===== config.mk =====
export PLATFORM = sky130hd
export DESIGN_NAME = pcbd_front_flat
export DESIGN_NICKNAME = d
export VERILOG_FILES = /design/src/hw/rtl/pcbd_pkg.sv /design/src/hw/rtl/pcbd_if.sv /design/src/hw/rtl/pcbd_front.sv /design/src/flat_wrapper.sv
export SDC_FILE = /design/constraint.sdc
export NUM_CORES = 1
export LEC_CHECK = 0
export BUFFER_PORTS_ARGS = -buffer_cell sky130_fd_sc_hd__buf_4
export CAP_MARGIN = 20
export CORE_ASPECT_RATIO = 1.1
export CORE_UTILIZATION = 30
export DETAILED_ROUTE_END_ITERATION = 10
export SETUP_SLACK_MARGIN = 0.3
export SYNTH_ARGS = -nofsm -noshare
export SYNTH_HDL_FRONTEND = slang
export SYNTH_SLANG_ARGS = --single-unit

===== constraint.sdc =====
create_clock -name clk -period 9.4 [get_ports clk]
set_clock_uncertainty 0.1 [all_clocks]
set_input_delay 0 -clock clk [delete_from_list [all_inputs] [get_ports clk]]
set_output_delay 0 -clock clk [all_outputs]
set_load 0.01 [all_outputs]

===== src/hw/rtl/pcbd_pkg.sv =====
// Types, constants and blend functions of the column blend drawer.
package pcbd_pkg;

  localparam int TEXEL_DEPTH     = 256;
  localparam int TEXEL_AW        = $clog2(TEXEL_DEPTH);
  localparam int RGB_TABLE_DEPTH = 32768;
  localparam int RGB_AW          = $clog2(RGB_TABLE_DEPTH);
  localparam int PAL_DEPTH       = 256;
  localparam int PAL_AW          = 8;
  localparam int FRAC_BITS       = 16;
  localparam int ACC_W           = 24;
  localparam int PHASE_W         = 16;
  localparam int QUEUE_DEPTH     = 4;
  localparam int QUEUE_AW        = $clog2(QUEUE_DEPTH);
  localparam int CFG_IDX_W       = 8;

  localparam logic [ACC_W-1:0] ROW_STEP_RESET = 24'h010000;
  localparam logic [31:0] TL_FILL   = 32'h01f07c1f;
  localparam logic [31:0] ADD_GUARD = 32'h40100400;
  localparam logic [31:0] ADD_KEEP  = 32'h3fffffff;

  // Configuration register indexes.
  localparam logic [CFG_IDX_W-1:0] REG_BLEND_MODE = 8'd0;
  localparam logic [CFG_IDX_W-1:0] REG_ROW_STEP   = 8'd1;

  typedef enum logic [2:0] {
    REQ_PIXEL    = 3'd0,
    REQ_TEXEL_WR = 3'd1,
    REQ_TRANS_WR = 3'd2,
    REQ_FG_WR    = 3'd3,
    REQ_BG_WR    = 3'd4,
    REQ_RGB_WR   = 3'd5
  } req_t;

  typedef enum logic [2:0] {
    MODE_PLAIN    = 3'd0,
    MODE_XLAT     = 3'd1,
    MODE_TL       = 3'd2,
    MODE_XLAT_TL  = 3'd3,
    MODE_ADD      = 3'd4,
    MODE_XLAT_ADD = 3'd5
  } blend_mode_t;

  // One classified item as it travels from the front to the back.
  typedef struct packed {
    req_t                req;
    logic [TEXEL_AW-1:0] texel_idx;
    logic [RGB_AW-1:0]   table_index;
    logic [31:0]         write_value;
    logic [7:0]          dest_pixel;
  } entry_t;

  typedef struct packed {
    logic full;
    logic empty;
  } queue_status_t;

  // Unused mode codes draw as plain.
  function automatic blend_mode_t norm_mode(input logic [2:0] m);
    blend_mode_t r;
    case (m)
      MODE_XLAT:     r = MODE_XLAT;
      MODE_TL:       r = MODE_TL;
      MODE_XLAT_TL:  r = MODE_XLAT_TL;
      MODE_ADD:      r = MODE_ADD;
      MODE_XLAT_ADD: r = MODE_XLAT_ADD;
      default:       r = MODE_PLAIN;
    endcase
    return r;
  endfunction

  function automatic logic mode_translates(input blend_mode_t m);
    return (m == MODE_XLAT) || (m == MODE_XLAT_TL) || (m == MODE_XLAT_ADD);
  endfunction

  function automatic logic mode_is_plain(input blend_mode_t m);
    return (m == MODE_PLAIN) || (m == MODE_XLAT);
  endfunction

  // Blends the packed fg and bg words and folds the result to an RGB table index.
  function automatic logic [RGB_AW-1:0] rgb_index(input logic [31:0] fg,
                                                  input logic [31:0] bg,
                                                  input blend_mode_t m);
    logic [31:0] sum;
    logic [31:0] guard;
    logic [31:0] x;
    sum   = fg + bg;
    guard = sum & ADD_GUARD;
    guard = guard - (guard >> 5);
    if ((m == MODE_TL) || (m == MODE_XLAT_TL)) begin
      x = sum | TL_FILL;
    end else begin
      x = ((sum | TL_FILL) & ADD_KEEP) | guard;
    end
    return RGB_AW'(x & (x >> 15));
  endfunction

endpackage


===== src/hw/rtl/pcbd_if.sv =====
// Handshake channels of the column blend drawer: request, result and configuration.
interface pcbd_req_if import pcbd_pkg::*; ();
  logic        valid;
  logic        ready;
  logic [2:0]  req_type;
  logic [14:0] table_index;
  logic [31:0] write_value;
  logic [7:0]  dest_pixel;
  logic        column_start;
  logic [23:0] start_frac;
  logic [11:0] start_row;

  modport source (output valid, req_type, table_index, write_value, dest_pixel,
                  column_start, start_frac, start_row, input ready);
  modport sink (input valid, req_type, table_index, write_value, dest_pixel,
                column_start, start_frac, start_row, output ready);
endinterface


interface pcbd_cfg_if import pcbd_pkg::*; ();
  logic                 valid;
  logic                 ready;
  logic [CFG_IDX_W-1:0] index;
  logic [31:0]          data;

  modport source (output valid, index, data, input ready);
  modport sink (input valid, index, data, output ready);
endinterface


===== src/hw/rtl/pcbd_front.sv =====
// Front of the drawer: configuration registers, item intake, texel accumulator.
module pcbd_front import pcbd_pkg::*; (
  input  logic        clk,
  input  logic        rst,
  pcbd_req_if.sink    req,
  pcbd_cfg_if.sink    cfg,
  input  logic        full,
  output logic        push,
  output entry_t      push_entry,
  output blend_mode_t mode
);

  logic [2:0]       blend_mode;
  logic [ACC_W-1:0] row_step;
  logic [ACC_W-1:0] frac_acc;
  logic [ACC_W-1:0] frac_acc_next;
  logic [27:0]      phase_prod;
  logic [ACC_W-1:0] seed;
  logic [ACC_W-1:0] cur_frac;
  logic             accept;
  logic             known;
  logic             is_pixel;

  assign cfg.ready = 1'b1;
  assign req.ready = !full;
  assign accept    = req.valid && req.ready;
  assign mode      = norm_mode(blend_mode);

  // Column seed: start fraction plus the sub-texel phase of the start row.
  always_comb begin
    phase_prod    = 28'(req.start_row) * 28'(row_step[PHASE_W-1:0]);
    seed          = req.start_frac + ACC_W'(phase_prod[PHASE_W-1:0]);
    cur_frac      = req.column_start ? seed : frac_acc;
    frac_acc_next = cur_frac + row_step;
  end

  // Classify the request; unused request codes are dropped here.
  always_comb begin
    known    = 1'b0;
    is_pixel = 1'b0;
    case (req.req_type)
      REQ_PIXEL: begin
        known    = 1'b1;
        is_pixel = 1'b1;
      end
      REQ_TEXEL_WR, REQ_TRANS_WR, REQ_FG_WR, REQ_BG_WR, REQ_RGB_WR: begin
        known = 1'b1;
      end
      default: begin
        known = 1'b0;
      end
    endcase
  end

  always_comb begin
    push                   = accept && known;
    push_entry.req         = req_t'(req.req_type);
    push_entry.texel_idx   = is_pixel ? TEXEL_AW'(cur_frac >> FRAC_BITS)
                                      : TEXEL_AW'(req.table_index);
    push_entry.table_index = req.table_index;
    push_entry.write_value = req.write_value;
    push_entry.dest_pixel  = req.dest_pixel;
  end

  // Configuration and accumulator registers.
  always_ff @(posedge clk) begin
    if (rst) begin
      blend_mode <= MODE_PLAIN;
      row_step   <= ROW_STEP_RESET;
      frac_acc   <= '0;
    end else begin
      if (cfg.valid && cfg.ready) begin
        case (cfg.index)
          REG_BLEND_MODE: blend_mode <= cfg.data[2:0];
          REG_ROW_STEP:   row_step   <= cfg.data[ACC_W-1:0];
          default:        ;
        endcase
      end
      if (accept && is_pixel) begin
        frac_acc <= frac_acc_next;
      end
    end
  end

endmodule


===== src/flat_wrapper.sv =====
// flat-port wrapper written by rule: the top's interface ports become plain ports
module pcbd_front_flat import pcbd_pkg::*;
  (clk, rst, full, push, push_entry, mode, req_valid, req_req_type, req_table_index, req_write_value, req_dest_pixel, req_column_start, req_start_frac, req_start_row, req_ready, cfg_valid, cfg_index, cfg_data, cfg_ready);
  pcbd_req_if req_i ();
  pcbd_cfg_if cfg_i ();
  input  logic clk;
  input  logic rst;
  input  logic full;
  output logic push;
  output entry_t push_entry;
  output blend_mode_t mode;
  input wire logic [$bits(req_i.valid)-1:0] req_valid;
  input wire logic [$bits(req_i.req_type)-1:0] req_req_type;
  input wire logic [$bits(req_i.table_index)-1:0] req_table_index;
  input wire logic [$bits(req_i.write_value)-1:0] req_write_value;
  input wire logic [$bits(req_i.dest_pixel)-1:0] req_dest_pixel;
  input wire logic [$bits(req_i.column_start)-1:0] req_column_start;
  input wire logic [$bits(req_i.start_frac)-1:0] req_start_frac;
  input wire logic [$bits(req_i.start_row)-1:0] req_start_row;
  output wire logic [$bits(req_i.ready)-1:0] req_ready;
  input wire logic [$bits(cfg_i.valid)-1:0] cfg_valid;
  input wire logic [$bits(cfg_i.index)-1:0] cfg_index;
  input wire logic [$bits(cfg_i.data)-1:0] cfg_data;
  output wire logic [$bits(cfg_i.ready)-1:0] cfg_ready;
  assign req_i.valid = req_valid;
  assign req_i.req_type = req_req_type;
  assign req_i.table_index = req_table_index;
  assign req_i.write_value = req_write_value;
  assign req_i.dest_pixel = req_dest_pixel;
  assign req_i.column_start = req_column_start;
  assign req_i.start_frac = req_start_frac;
  assign req_i.start_row = req_start_row;
  assign req_ready = req_i.ready;
  assign cfg_i.valid = cfg_valid;
  assign cfg_i.index = cfg_index;
  assign cfg_i.data = cfg_data;
  assign cfg_ready = cfg_i.ready;
  pcbd_front u_core (.clk(clk), .rst(rst), .req(req_i), .cfg(cfg_i), .full(full), .push(push), .push_entry(push_entry), .mode(mode));
endmodule

==> reports/metrics.cfg <==
[detailed_routing]
routed_wl_um=20600
drt-initial-drc-count=262
vias_per_cell=4.66
dr.pass1.iters=4
wire_per_inst_um=14.0
ant_nets=0
drc=0
route.vias.total=6818

[die]
coreArea_sq_mm=0.0269
die_width_um=160
ioPinCount=212
start_util=0.305
dieArea_sq_mm=0.0280
chipHeight_um=175
rows=63

[finish]
drive_gt1_frac=0.136
fillers=2743
area_growth_pct=18.9
regArea_sq_mm=0.00102
fin_cells=1464
nets=1405
final_util=0.362
multi_input_area_sq_mm=0.00607
layout_common_cells=153 x nand2_1, 132 x inv_1, 111 x buf_4
layout_commonest_cell=nand2_1
n_antenna_cell=0

[worst_setup_path]
path_max_fanout=13
startpoint=u_core.row_step[5]$_SDFFE_PP0P_
r2r_cells=32
cp.arrival_ns=8.26
r2r_end=u_core.frac_acc[22]$_SDFFE_PP0P_
cp-start-kind=flop
crit_type=reg -> reg
endpoint=u_core.frac_acc[22]$_SDFFE_PP0P_
rrSetupSlack_ns=1.27
crit_path_frequent_cell=a21oi_1
crit_slowest_cell=dfxtp_1
timing.rr.start=u_core.row_step[5]$_SDFFE_PP0P_
slowest_delay_ns=0.74
cp.required_ns=9.53
crit_path_end_kind=flop

[clock_tree]
cts_buffer_depth=2
clock-root-buffer=clkbuf_16
cts_sinks=51
clk_latency_ns=0.30
htree_levels=2
cts_made_buffers=5
path_clk_slew_ns=0.07
cts_tree=built

[synthesis]
async_flop_share=0
synth_warnings=0
seq_area_frac_synth=0.125
netlist_top_cells_area=fa_1 20%, dfxtp_1 12%, ha_1 12%
synth_edf_count=0
yosysTopAreaCell=fa_1
syn_area_sq_mm=0.00819
ys_seq_elements=51
synth_cell_type_count=62
syn_inst=1011
syn_avg_cell_area_sq_um=8.10
syn_nets=1310
synth_flop_cell=dfxtp_1
yosys.area.top_type_share=0.198

[timing]
hold_viol_final=0
finalSetupViolCount=0
rsz0062_at_grt=no
worst_slack_ns=1.27
drv_slew=0
finalCritPeriodShare=0.865
min_period_ns=8.13
worst_pin_slew_ns=0.962
fin_tns_setup_ns=0
max-slew-margin-rel=0.357
fmax_ghz=0.123

[global_route]
grt_pass1_wl_um=33100
grt_max_degree=52
grt_pass1_vias=6652
track_usage=0.148
antenna_found_initial=0
grt_overflow=0

[power_and_ir_drop]
p_per_area_mw_per_mm2=56.7
internal_power_mw=0.392
pwr-share-clk=0.333
sw_frac_of_total=0.290
vdd_drop_max_mv=0.0593
p_sw_mw=0.160
sequentialPowerShare=0.395
cellLeakagePower_nw=4.65
combinationalPowerShare=0.272

[worst_hold_path]
hp-start=req_table_index[0]
hold_depth=2
hold_path_class=in -> out

[placement]
dp_hpwl_um=16000
pre_cts_slack_ns=1.22
place_inst=1384
gp_routability_congestion=0.815
port_buffers=108

[outcome]
status=complete, no violations

[run]
cap_violations=0

[per-stage QoR]
step	cell area, sq um	total power, mW	hold WS, ns
finish	9730	0.552	0.0858
floorplan	8190	0.310	-0.0416
CTS	9730	0.562	0.0865
detailed placement	8870	0.344	-0.0999
global route	9730	0.580	0.0946
global placement	8870	0.342	-0.0999
[worst min-delay path by stage]
stage                           endpoint  slack (ns)
after floorplan                req_ready       -0.04
after global placement     push_entry[0]        -0.1
after detailed placement   push_entry[0]        -0.1
after CTS                 push_entry[40]        0.09
after global routing      push_entry[42]        0.09
final                     push_entry[40]        0.09
[critical path: cells and delay by family, from the launching register on]
kind	cells	cell delay (ns)
buffers and inverters	3	0.18
AND/OR/NAND/NOR	3	0.46
flip-flops	1	0.74
AO/OA/AOI/OAI	16	2.68
XOR/XNOR	2	0.45
adder cells (fa/ha/maj)	8	3.45
[Yosys cell counts, drive strengths merged, types with 8 or more instances]
cell    instances
a211oi         10
a21o           19
a21oi          68
and2           34
buf            63
clkbuf         31
dfxtp          51
fa             81
ha             78
inv           132
mux2           16
mux2i          26
nand2         153
nor2           59
nor3            8
o21a            8
o21ai          28
o21bai         10
xnor2          48
xor2           21
[state kept, by name, summed over array words and instances (netlist names)]
name	count
u_core.blend_mode	3
u_core.frac_acc	24
u_core.row_step	24
[power groups by stage]
stage / clock (mW) / sequential [mW] / combinational [mW]
after floorplan: 0 / 0.223 / 0.0870
after global placement: 0 / 0.223 / 0.119
after detailed placement: 0 / 0.223 / 0.120
after CTS: 0.193 / 0.218 / 0.151
after global routing: 0.199 / 0.218 / 0.163
final: 0.184 / 0.218 / 0.150
[cell type report]
class	instances	area share
clock buffers	6	0.0132
clock inverters	2	0.00129
inverters	132	0.0509
multi-input cells	733	0.624
flip-flops and latches	51	0.105
well taps	357	0.0459
repair buffers	183	0.160
[cells by family after synthesis]
kind of cell | Yosys count | share of synthesized area
buffers and inverters | 227 | 0.133
adders and majority gates | 159 | 0.317
DFF | 51 | 0.125
muxes | 42 | 0.0538
AOI/OAI and AO/OA | 165 | 0.130
and+or+nand+nor | 297 | 0.166
xor gates and xnor gates | 69 | 0.0747
other | 1 | 0.000458
[per-layer routing]
metal / vias up / global-route usage / part of all wire
met5: - / 0 / 0
met4: 0 / 0.0513 / 0.024
met3: 27 / 0.0125 / 0.029
met2: 148 / 0.267 / 0.51
met1: 3241 / 0.184 / 0.44
li1: 3402 / - / -
[timing repair]
item | CTS | global route
hold buffers | 72 | 0
gates resized for setup | 0 | 0
hold endpoints to repair | 74 | 0
buffers inserted | 0 | 0
endpoints found under the setup margin | 0 | 0
Note: power is estimated with default switching activity, not from simulation.
