[src/hw/rtl/pcbd_pkg.sv]
// Types, constants and blend functions of the column blend drawer.
package pcbd_pkg;

  localparam int TEXEL_DEPTH     = 256;
  localparam int TEXEL_AW        = $clog2(TEXEL_DEPTH);
  localparam int RGB_TABLE_DEPTH = 32768;
  localparam int RGB_AW          = $clog2(RGB_TABLE_DEPTH);
  localparam int PAL_DEPTH       = 256;
  localparam int PAL_AW          = 8;
  localparam int FRAC_BITS       = 16;
  localparam int ACC_W           = 24;
  localparam int PHASE_W         = 16;
  localparam int QUEUE_DEPTH     = 4;
  localparam int QUEUE_AW        = $clog2(QUEUE_DEPTH);
  localparam int CFG_IDX_W       = 8;

  localparam logic [ACC_W-1:0] ROW_STEP_RESET = 24'h010000;
  localparam logic [31:0] TL_FILL   = 32'h01f07c1f;
  localparam logic [31:0] ADD_GUARD = 32'h40100400;
  localparam logic [31:0] ADD_KEEP  = 32'h3fffffff;

  // Configuration register indexes.
  localparam logic [CFG_IDX_W-1:0] REG_BLEND_MODE = 8'd0;
  localparam logic [CFG_IDX_W-1:0] REG_ROW_STEP   = 8'd1;

  typedef enum logic [2:0] {
    REQ_PIXEL    = 3'd0,
    REQ_TEXEL_WR = 3'd1,
    REQ_TRANS_WR = 3'd2,
    REQ_FG_WR    = 3'd3,
    REQ_BG_WR    = 3'd4,
    REQ_RGB_WR   = 3'd5
  } req_t;

  typedef enum logic [2:0] {
    MODE_PLAIN    = 3'd0,
    MODE_XLAT     = 3'd1,
    MODE_TL       = 3'd2,
    MODE_XLAT_TL  = 3'd3,
    MODE_ADD      = 3'd4,
    MODE_XLAT_ADD = 3'd5
  } blend_mode_t;

  // One classified item as it travels from the front to the back.
  typedef struct packed {
    req_t                req;
    logic [TEXEL_AW-1:0] texel_idx;
    logic [RGB_AW-1:0]   table_index;
    logic [31:0]         write_value;
    logic [7:0]          dest_pixel;
  } entry_t;

  typedef struct packed {
    logic full;
    logic empty;
  } queue_status_t;

  // Unused mode codes draw as plain.
  function automatic blend_mode_t norm_mode(input logic [2:0] m);
    blend_mode_t r;
    case (m)
      MODE_XLAT:     r = MODE_XLAT;
      MODE_TL:       r = MODE_TL;
      MODE_XLAT_TL:  r = MODE_XLAT_TL;
      MODE_ADD:      r = MODE_ADD;
      MODE_XLAT_ADD: r = MODE_XLAT_ADD;
      default:       r = MODE_PLAIN;
    endcase
    return r;
  endfunction

  function automatic logic mode_translates(input blend_mode_t m);
    return (m == MODE_XLAT) || (m == MODE_XLAT_TL) || (m == MODE_XLAT_ADD);
  endfunction

  function automatic logic mode_is_plain(input blend_mode_t m);
    return (m == MODE_PLAIN) || (m == MODE_XLAT);
  endfunction

  // Blends the packed fg and bg words and folds the result to an RGB table index.
  function automatic logic [RGB_AW-1:0] rgb_index(input logic [31:0] fg,
                                                  input logic [31:0] bg,
                                                  input blend_mode_t m);
    logic [31:0] sum;
    logic [31:0] guard;
    logic [31:0] x;
    sum   = fg + bg;
    guard = sum & ADD_GUARD;
    guard = guard - (guard >> 5);
    if ((m == MODE_TL) || (m == MODE_XLAT_TL)) begin
      x = sum | TL_FILL;
    end else begin
      x = ((sum | TL_FILL) & ADD_KEEP) | guard;
    end
    return RGB_AW'(x & (x >> 15));
  endfunction

endpackage

[src/hw/rtl/pcbd_queue.sv]
// Short in-order queue between the front and the back of the drawer.
module pcbd_queue import pcbd_pkg::*; (
  input  logic          clk,
  input  logic          rst,
  input  logic          push,
  input  entry_t        push_entry,
  input  logic          pop,
  output entry_t        head,
  output queue_status_t status
);

  entry_t              entries [QUEUE_DEPTH];
  logic [QUEUE_AW-1:0] wr_ptr;
  logic [QUEUE_AW-1:0] rd_ptr;
  logic [QUEUE_AW:0]   count;

  // Pointers and fill count.
  always_ff @(posedge clk) begin
    if (rst) begin
      wr_ptr <= '0;
      rd_ptr <= '0;
      count  <= '0;
    end else begin
      if (push) begin
        wr_ptr <= wr_ptr + 1'b1;
      end
      if (pop) begin
        rd_ptr <= rd_ptr + 1'b1;
      end
      if (push && !pop) begin
        count <= count + 1'b1;
      end else if (pop && !push) begin
        count <= count - 1'b1;
      end
    end
  end

  // Entry storage.
  always_ff @(posedge clk) begin
    if (push) begin
      entries[wr_ptr] <= push_entry;
    end
  end

  assign head         = entries[rd_ptr];
  assign status.full  = (count == (QUEUE_AW + 1)'(QUEUE_DEPTH));
  assign status.empty = (count == '0);

endmodule

[config.mk]
export PLATFORM = sky130hd
export DESIGN_NAME = pcbd_queue
export DESIGN_NICKNAME = d
export VERILOG_FILES = /design/src/hw/rtl/pcbd_pkg.sv /design/src/hw/rtl/pcbd_queue.sv
export SDC_FILE = /design/constraint.sdc
export NUM_CORES = 1
export LEC_CHECK = 0
export ABC_AREA = 0
export BUFFER_PORTS_ARGS = -buffer_cell sky130_fd_sc_hd__clkbuf_2
export CAP_MARGIN = 20
export CORE_MARGIN = 8
export CORE_UTILIZATION = 45
export DETAILED_ROUTE_END_ITERATION = 10
export PLACE_DENSITY = 0.67
export SLEW_MARGIN = 15
export SYNTH_ARGS = -nofsm -noshare
export SYNTH_HDL_FRONTEND = slang
export SYNTH_SLANG_ARGS = --single-unit
export TNS_END_PERCENT = 1
[constraint.sdc]
create_clock -name clk -period 2.6 [get_ports clk]
set_input_delay 0 -clock clk [delete_from_list [all_inputs] [get_ports clk]]
set_output_delay 0 -clock clk [all_outputs]
set_load 0.02 [all_outputs]
==> results.json, run 1 <==
{
  "port_buffers": 137,
  "min_period_over_period": 0.8545,
  "synth-edff-count": 264,
  "clk_pin_slew_ps": 60,
  "worst_pin_slew_ps": 622.1,
  "fp.dieW_microns": 164.7,
  "worstReg2RegStart": "wr_ptr[0]",
  "mostFrequentLayoutCell": "edfxtp_1",
  "overflow": 0,
  "vias": 4697,
  "cts_sinks": 273,
  "die_h_microns": 164.7,
  "utilization": 0.5744,
  "ir_worst_vdd_uv": 386.4,
  "finalWorstSetupSlack_ps": 378.2,
  "rsz0062_at_grt": "false",
  "ys.flop_type": "edfxtp_1",
  "tns_ps": 0,
  "drt_first_pass_iters": 4,
  "dp_hpwl_microns": 12230,
  "max_slew_margin": 0.5852,
  "arrival_ps": 2220,
  "finClkSkew_ps": 6.583,
  "path_class": "flip-flop to primary output",
  "hold_path.class": "input pin to flip-flop",
  "ys_ff_latch": 273,
  "p_leak_uw": 0.004289,
  "grt_pass1_wl_microns": 29790,
  "maxCapViolCount": 0,
  "post-route-drc-count": 0,
  "synth_async_sr_flop_share": 0,
  "antenna_found_initial": 2,
  "finalWirelength_microns": 19390,
  "synth_area_sq_um": 9947,
  "period_minus_slack_ps": 2222,
  "power_density_nw_per_um2": 767.8,
  "drtIter0Drc": 242,
  "syn_nets": 464,
  "grt_max_degree": 67,
  "rows": 54,
  "ys_types": 21,
  "num_io_pins": 138,
  "gp_congestion": 0.7050,
  "critPathMaxFanout": 27,
  "required_ps": 2600,
  "initial_utilization": 0.4572,
  "status": "complete, no violations",
  "post_cts_buffers": 0,
  "dp_slack_ps": 820.5,
  "routedWlPerCell_microns": 21.22,
  "core-area_sq_um": 21760,
  "via_per_inst": 5.139,
  "final_cell_mix": "edfxtp_1, clkbuf_2, dlygate4sd3_1",
  "cts_buffers": 27,
  "ctsHoldBuffers": 70,
  "grt_pass1_vias": 5255,
  "clockBufferDepth": 3,
  "cts_resized": 0,
  "die_area_sq_um": 27120,
  "timing.final.hold_violations": 0,
  "yosysSeqAreaShare": 0.8151,
  "ant_nets": 0,
  "grtUsageTotal": 0.1444,
  "synthToLayoutAreaGrowth_pct": 25.64,
  "fmax_ghz": 0.4501,
  "fin_nets": 695,
  "cts-root-buf": "clkbuf_16",
  "end_kind": "primary output",
  "clkLatencyLatePin_ps": 510,
  "power_uw": 9596,
  "crit_path_start_kind": "flip-flop",
  "avgSynthCellArea_sq_um": 25.64,
  "ys_warn_count": 0,
  "slew_viol_final": 0,
  "setup_viol": 0,
  "min_from": "push_entry[12]",
  "netlist_instances": 388,
  "cts_tree": "done",
  "htreeDepth": 1,
  "drive_gt1_frac": 0.3918
}
## per-stage QoR
stage / area (sq um) / hold WS [ps] / cells
after floorplan: 9947 / 98.87 / 388
after global placement: 11060 / 215.4 / 800
after detailed placement: 11060 / 221.7 / 800
after CTS: 12490 / 227.2 / 913
after global routing: 12500 / 237.0 / 914
final: 12500 / 252.2 / 914
## sequential cells by signal, summed over array words and instances, names as in the netlist, named ones only
register / cells
wr_ptr: 2
rd_ptr: 2
count: 3
entries: 264
## power by group
part           internal [uW]  switching (uW)
combinational            508             647
clock                   1880            1440
sequential              5050            75.7
## cell families (layout without fill, tap and decap cells)
logic type / after synthesis / after routing / share of synthesized area
flops: 273 / 273 / 0.8151
mux: 68 / 68 / 0.1514
buf+inv: 19 / 264 / 0.01233
simple gates: 15 / 15 / 0.007421
fa+ha+maj: 6 / 6 / 0.008302
xor+xnor: 5 / 5 / 0.004403
compound gates: 2 / 2 / 0.001005
other cells: 0 / 1 / 0
## critical path, stage by stage (launching register included)
cell,delay [ps]
dfxtp_4,640
buf_12,290
mux4_2,560
clkbuf_2,180
## per-layer routing
| metal | track usage | vias up | part of all wire |
|---|---|---|---|
| met1 | 0.1861 | 2414 | 0.43 |
| li1 | - | 2110 | - |
| met4 | 0.03399 | 2 | 0.012 |
| met2 | 0.2383 | 149 | 0.48 |
| met5 | 0 | - | 0.00062 |
| met3 | 0.04287 | 22 | 0.082 |
## worst paths after layout
path         cells past startpoint  slack (ps)             end
max                              3         380        head[45]
min                              2         250  entries[0][12]
max reg2reg                      4         850  entries[0][15]
min reg2reg                      2         540        count[2]
## final cells by class
type,count,area [sq um]
clock inverters,9,36.28
clock buffers,34,701.9
fillers,1592,9259
diodes,1,2.502
repair buffers,217,1549
inverters,4,15.01
well taps,280,350.3
multi-input cells,96,1727
flip-flops and latches,273,8115
## synthesized netlist by cell type, types with 2 or more instances
| library cell | n | area (sq um) |
|---|---|---|
| dfxtp_1 | 9 | 180.2 |
| xnor2_1 | 2 | 17.52 |
| edfxtp_1 | 264 | 7928 |
| mux4_2 | 66 | 1486 |
| clkbuf_1 | 3 | 11.26 |
| nor2_1 | 7 | 26.28 |
| mux2i_1 | 2 | 20.02 |
| and2_1 | 4 | 25.02 |
| buf_2 | 5 | 25.02 |
| xor2_1 | 3 | 26.28 |
| inv_1 | 4 | 15.01 |
| buf_4 | 2 | 15.01 |
| buf_6 | 5 | 56.30 |
| ha_1 | 5 | 62.56 |
Power figures use the tool's default switching activity.
==> run 2: changes to the inputs <==
--- a/config.mk
+++ b/config.mk
@@ -6,9 +6,8 @@
 export NUM_CORES = 1
 export LEC_CHECK = 0
 export ABC_AREA = 0
-export BUFFER_PORTS_ARGS = -buffer_cell sky130_fd_sc_hd__clkbuf_2
+export BUFFER_PORTS_ARGS = -buffer_cell sky130_fd_sc_hd__buf_2
 export CAP_MARGIN = 20
-export CORE_MARGIN = 8
 export CORE_UTILIZATION = 45
 export DETAILED_ROUTE_END_ITERATION = 10
 export PLACE_DENSITY = 0.67
==> run 2 against run 1 <==
Against the previous run: clock power grew 12%; worst hold slack lost 29 ps; critical path type unchanged; cell area grew 1.0%.
==> results.json, run 2 (same netlist as run 1, synthesis figures left out) <==
{
  "required_ps": 2600,
  "drtIter0Drc": 229,
  "max_slew_margin": 0.6290,
  "worst_pin_slew_ps": 556.5,
  "grt_use_met2": 0.2763,
  "ir_worst_vdd_uv": 685.7,
  "cts_buffers": 27,
  "hold_path.class": "input pin to flip-flop",
  "reg_top3": "entries x264, count x3",
  "power_density_nw_per_um2": 790.4,
  "vias": 4710,
  "gr-usage-met3": 0.03364,
  "path_class": "flip-flop to primary output",
  "top_usage_layer": "met2",
  "end_kind": "primary output",
  "mostFrequentLayoutCell": "edfxtp_1",
  "initial_utilization": 0.4572,
  "dp_hpwl_microns": 11230,
  "grt_pass1_vias": 5161,
  "fmax_ghz": 0.4441,
  "finalWorstSetupSlack_ps": 348.5,
  "fin_nets": 701,
  "dp_slack_ps": 814.6,
  "synthToLayoutAreaGrowth_pct": 26.92,
  "htreeDepth": 1,
  "slew_viol_final": 0,
  "final_cell_mix": "edfxtp_1, buf_2, dlygate4sd3_1",
  "die_area_sq_um": 22700,
  "largest_reg_flops": 264,
  "finClkSkew_ps": 11.55,
  "rsz0062_at_grt": "false",
  "power_uw": 9979,
  "rows": 54,
  "routedWlPerCell_microns": 19.64,
  "grt_pass1_wl_microns": 27890,
  "cts_resized": 0,
  "top_register": "entries",
  "met1_usage": 0.2235,
  "fp.dieW_microns": 150.7,
  "maxCapViolCount": 0,
  "cts_sinks": 273,
  "critPathMaxFanout": 27,
  "core-area_sq_um": 21760,
  "status": "complete, no violations",
  "setup_viol": 0,
  "cts-root-buf": "clkbuf_16",
  "finalWirelength_microns": 18170,
  "dp_cells": 806,
  "antenna_found_initial": 0,
  "instances_no_fill": 925,
  "ant_nets": 0,
  "period_minus_slack_ps": 2252,
  "grtUsageTotal": 0.1657,
  "num_io_pins": 138,
  "via_per_inst": 5.092,
  "cts_tree": "done",
  "port_buffers": 137,
  "grt_max_degree": 33,
  "min_period_over_period": 0.8660,
  "drive_gt1_frac": 0.4109,
  "clk_pin_slew_ps": 60,
  "clkLatencyLatePin_ps": 530,
  "crit_path_start_kind": "flip-flop",
  "clockBufferDepth": 3,
  "insertedDiodeCount": 0,
  "gp_congestion": 0.6994,
  "post-route-drc-count": 0,
  "timing.final.hold_violations": 0,
  "p_leak_uw": 0.004345,
  "arrival_ps": 2250,
  "overflow": 0,
  "die_h_microns": 150.7,
  "tns_ps": 0,
  "drt_first_pass_iters": 4
}
## run 2: cell count changes in the layout (fill, tap and decap cells not counted)
cell,change
clkinv_4,+1
bufinv_16,+2
buf_12,-3
clkinv_1,-3
buf_2,+137
inv_6,+1
diode_2,-1
clkbuf_1,-2
clkinvlp_4,+1
clkbuf_8,+3
buf_4,+9
clkinv_2,+3
clkbuf_2,-137
## run 2: where the power goes
part	total [uW]	switching [uW]	internal, uW
Sequential	5140	93.4	5050
Combinational	1120	610	511
Clock	3710	1530	2190
## run 2: final cells by class
| class | instances | area [sq um] |
|---|---|---|
| fill | 1609 | 9131 |
| sequential | 273 | 8115 |
| multi-input combinational | 96 | 1727 |
| timing repair buffer | 223 | 1556 |
| clock buffer | 35 | 735.7 |
| tap | 280 | 350.3 |
| clock inverter | 14 | 125.1 |
| inverter | 4 | 15.01 |
## run 2: what timing repair did
item / in CTS / in global routing
buffers inserted: 0 / 0
endpoints found under the hold margin: 273 / 0
hold buffers: 70 / 0
## run 2: layer usage
| metal | part of all wire | up-vias |
|---|---|---|
| met3 | 0.066 | 28 |
| met1 | 0.43 | 2398 |
| met4 | 0.020 | 0 |
| met2 | 0.49 | 157 |
| li1 | - | 2127 |
| met5 | 0 | - |
## run 2: worst max-delay path: stages (launching register included)
cell and delay (ps):
dfxtp_4 700, buf_4 300, mux4_2 530, buf_2 180
## run 2: through the flow
stage               hold WS, ps    util  area, sq um
global placement          210.8  0.5085        11060
finish                    223.2  0.5803        12620
CTS                       206.9  0.5803        12620
floorplan                 98.87       -         9947
global route              215.8  0.5803        12620
detailed placement        217.6  0.5085        11060
## run 2: final timing paths
check,startpoint,end,slack [ps],cells past startpoint
max,flip-flop,head[58],350,3
min,push_entry[42],entries[3][42],220,2
max reg2reg,wr_ptr[1],entries[1][0],860,4
min reg2reg,count[2],count[2],540,2
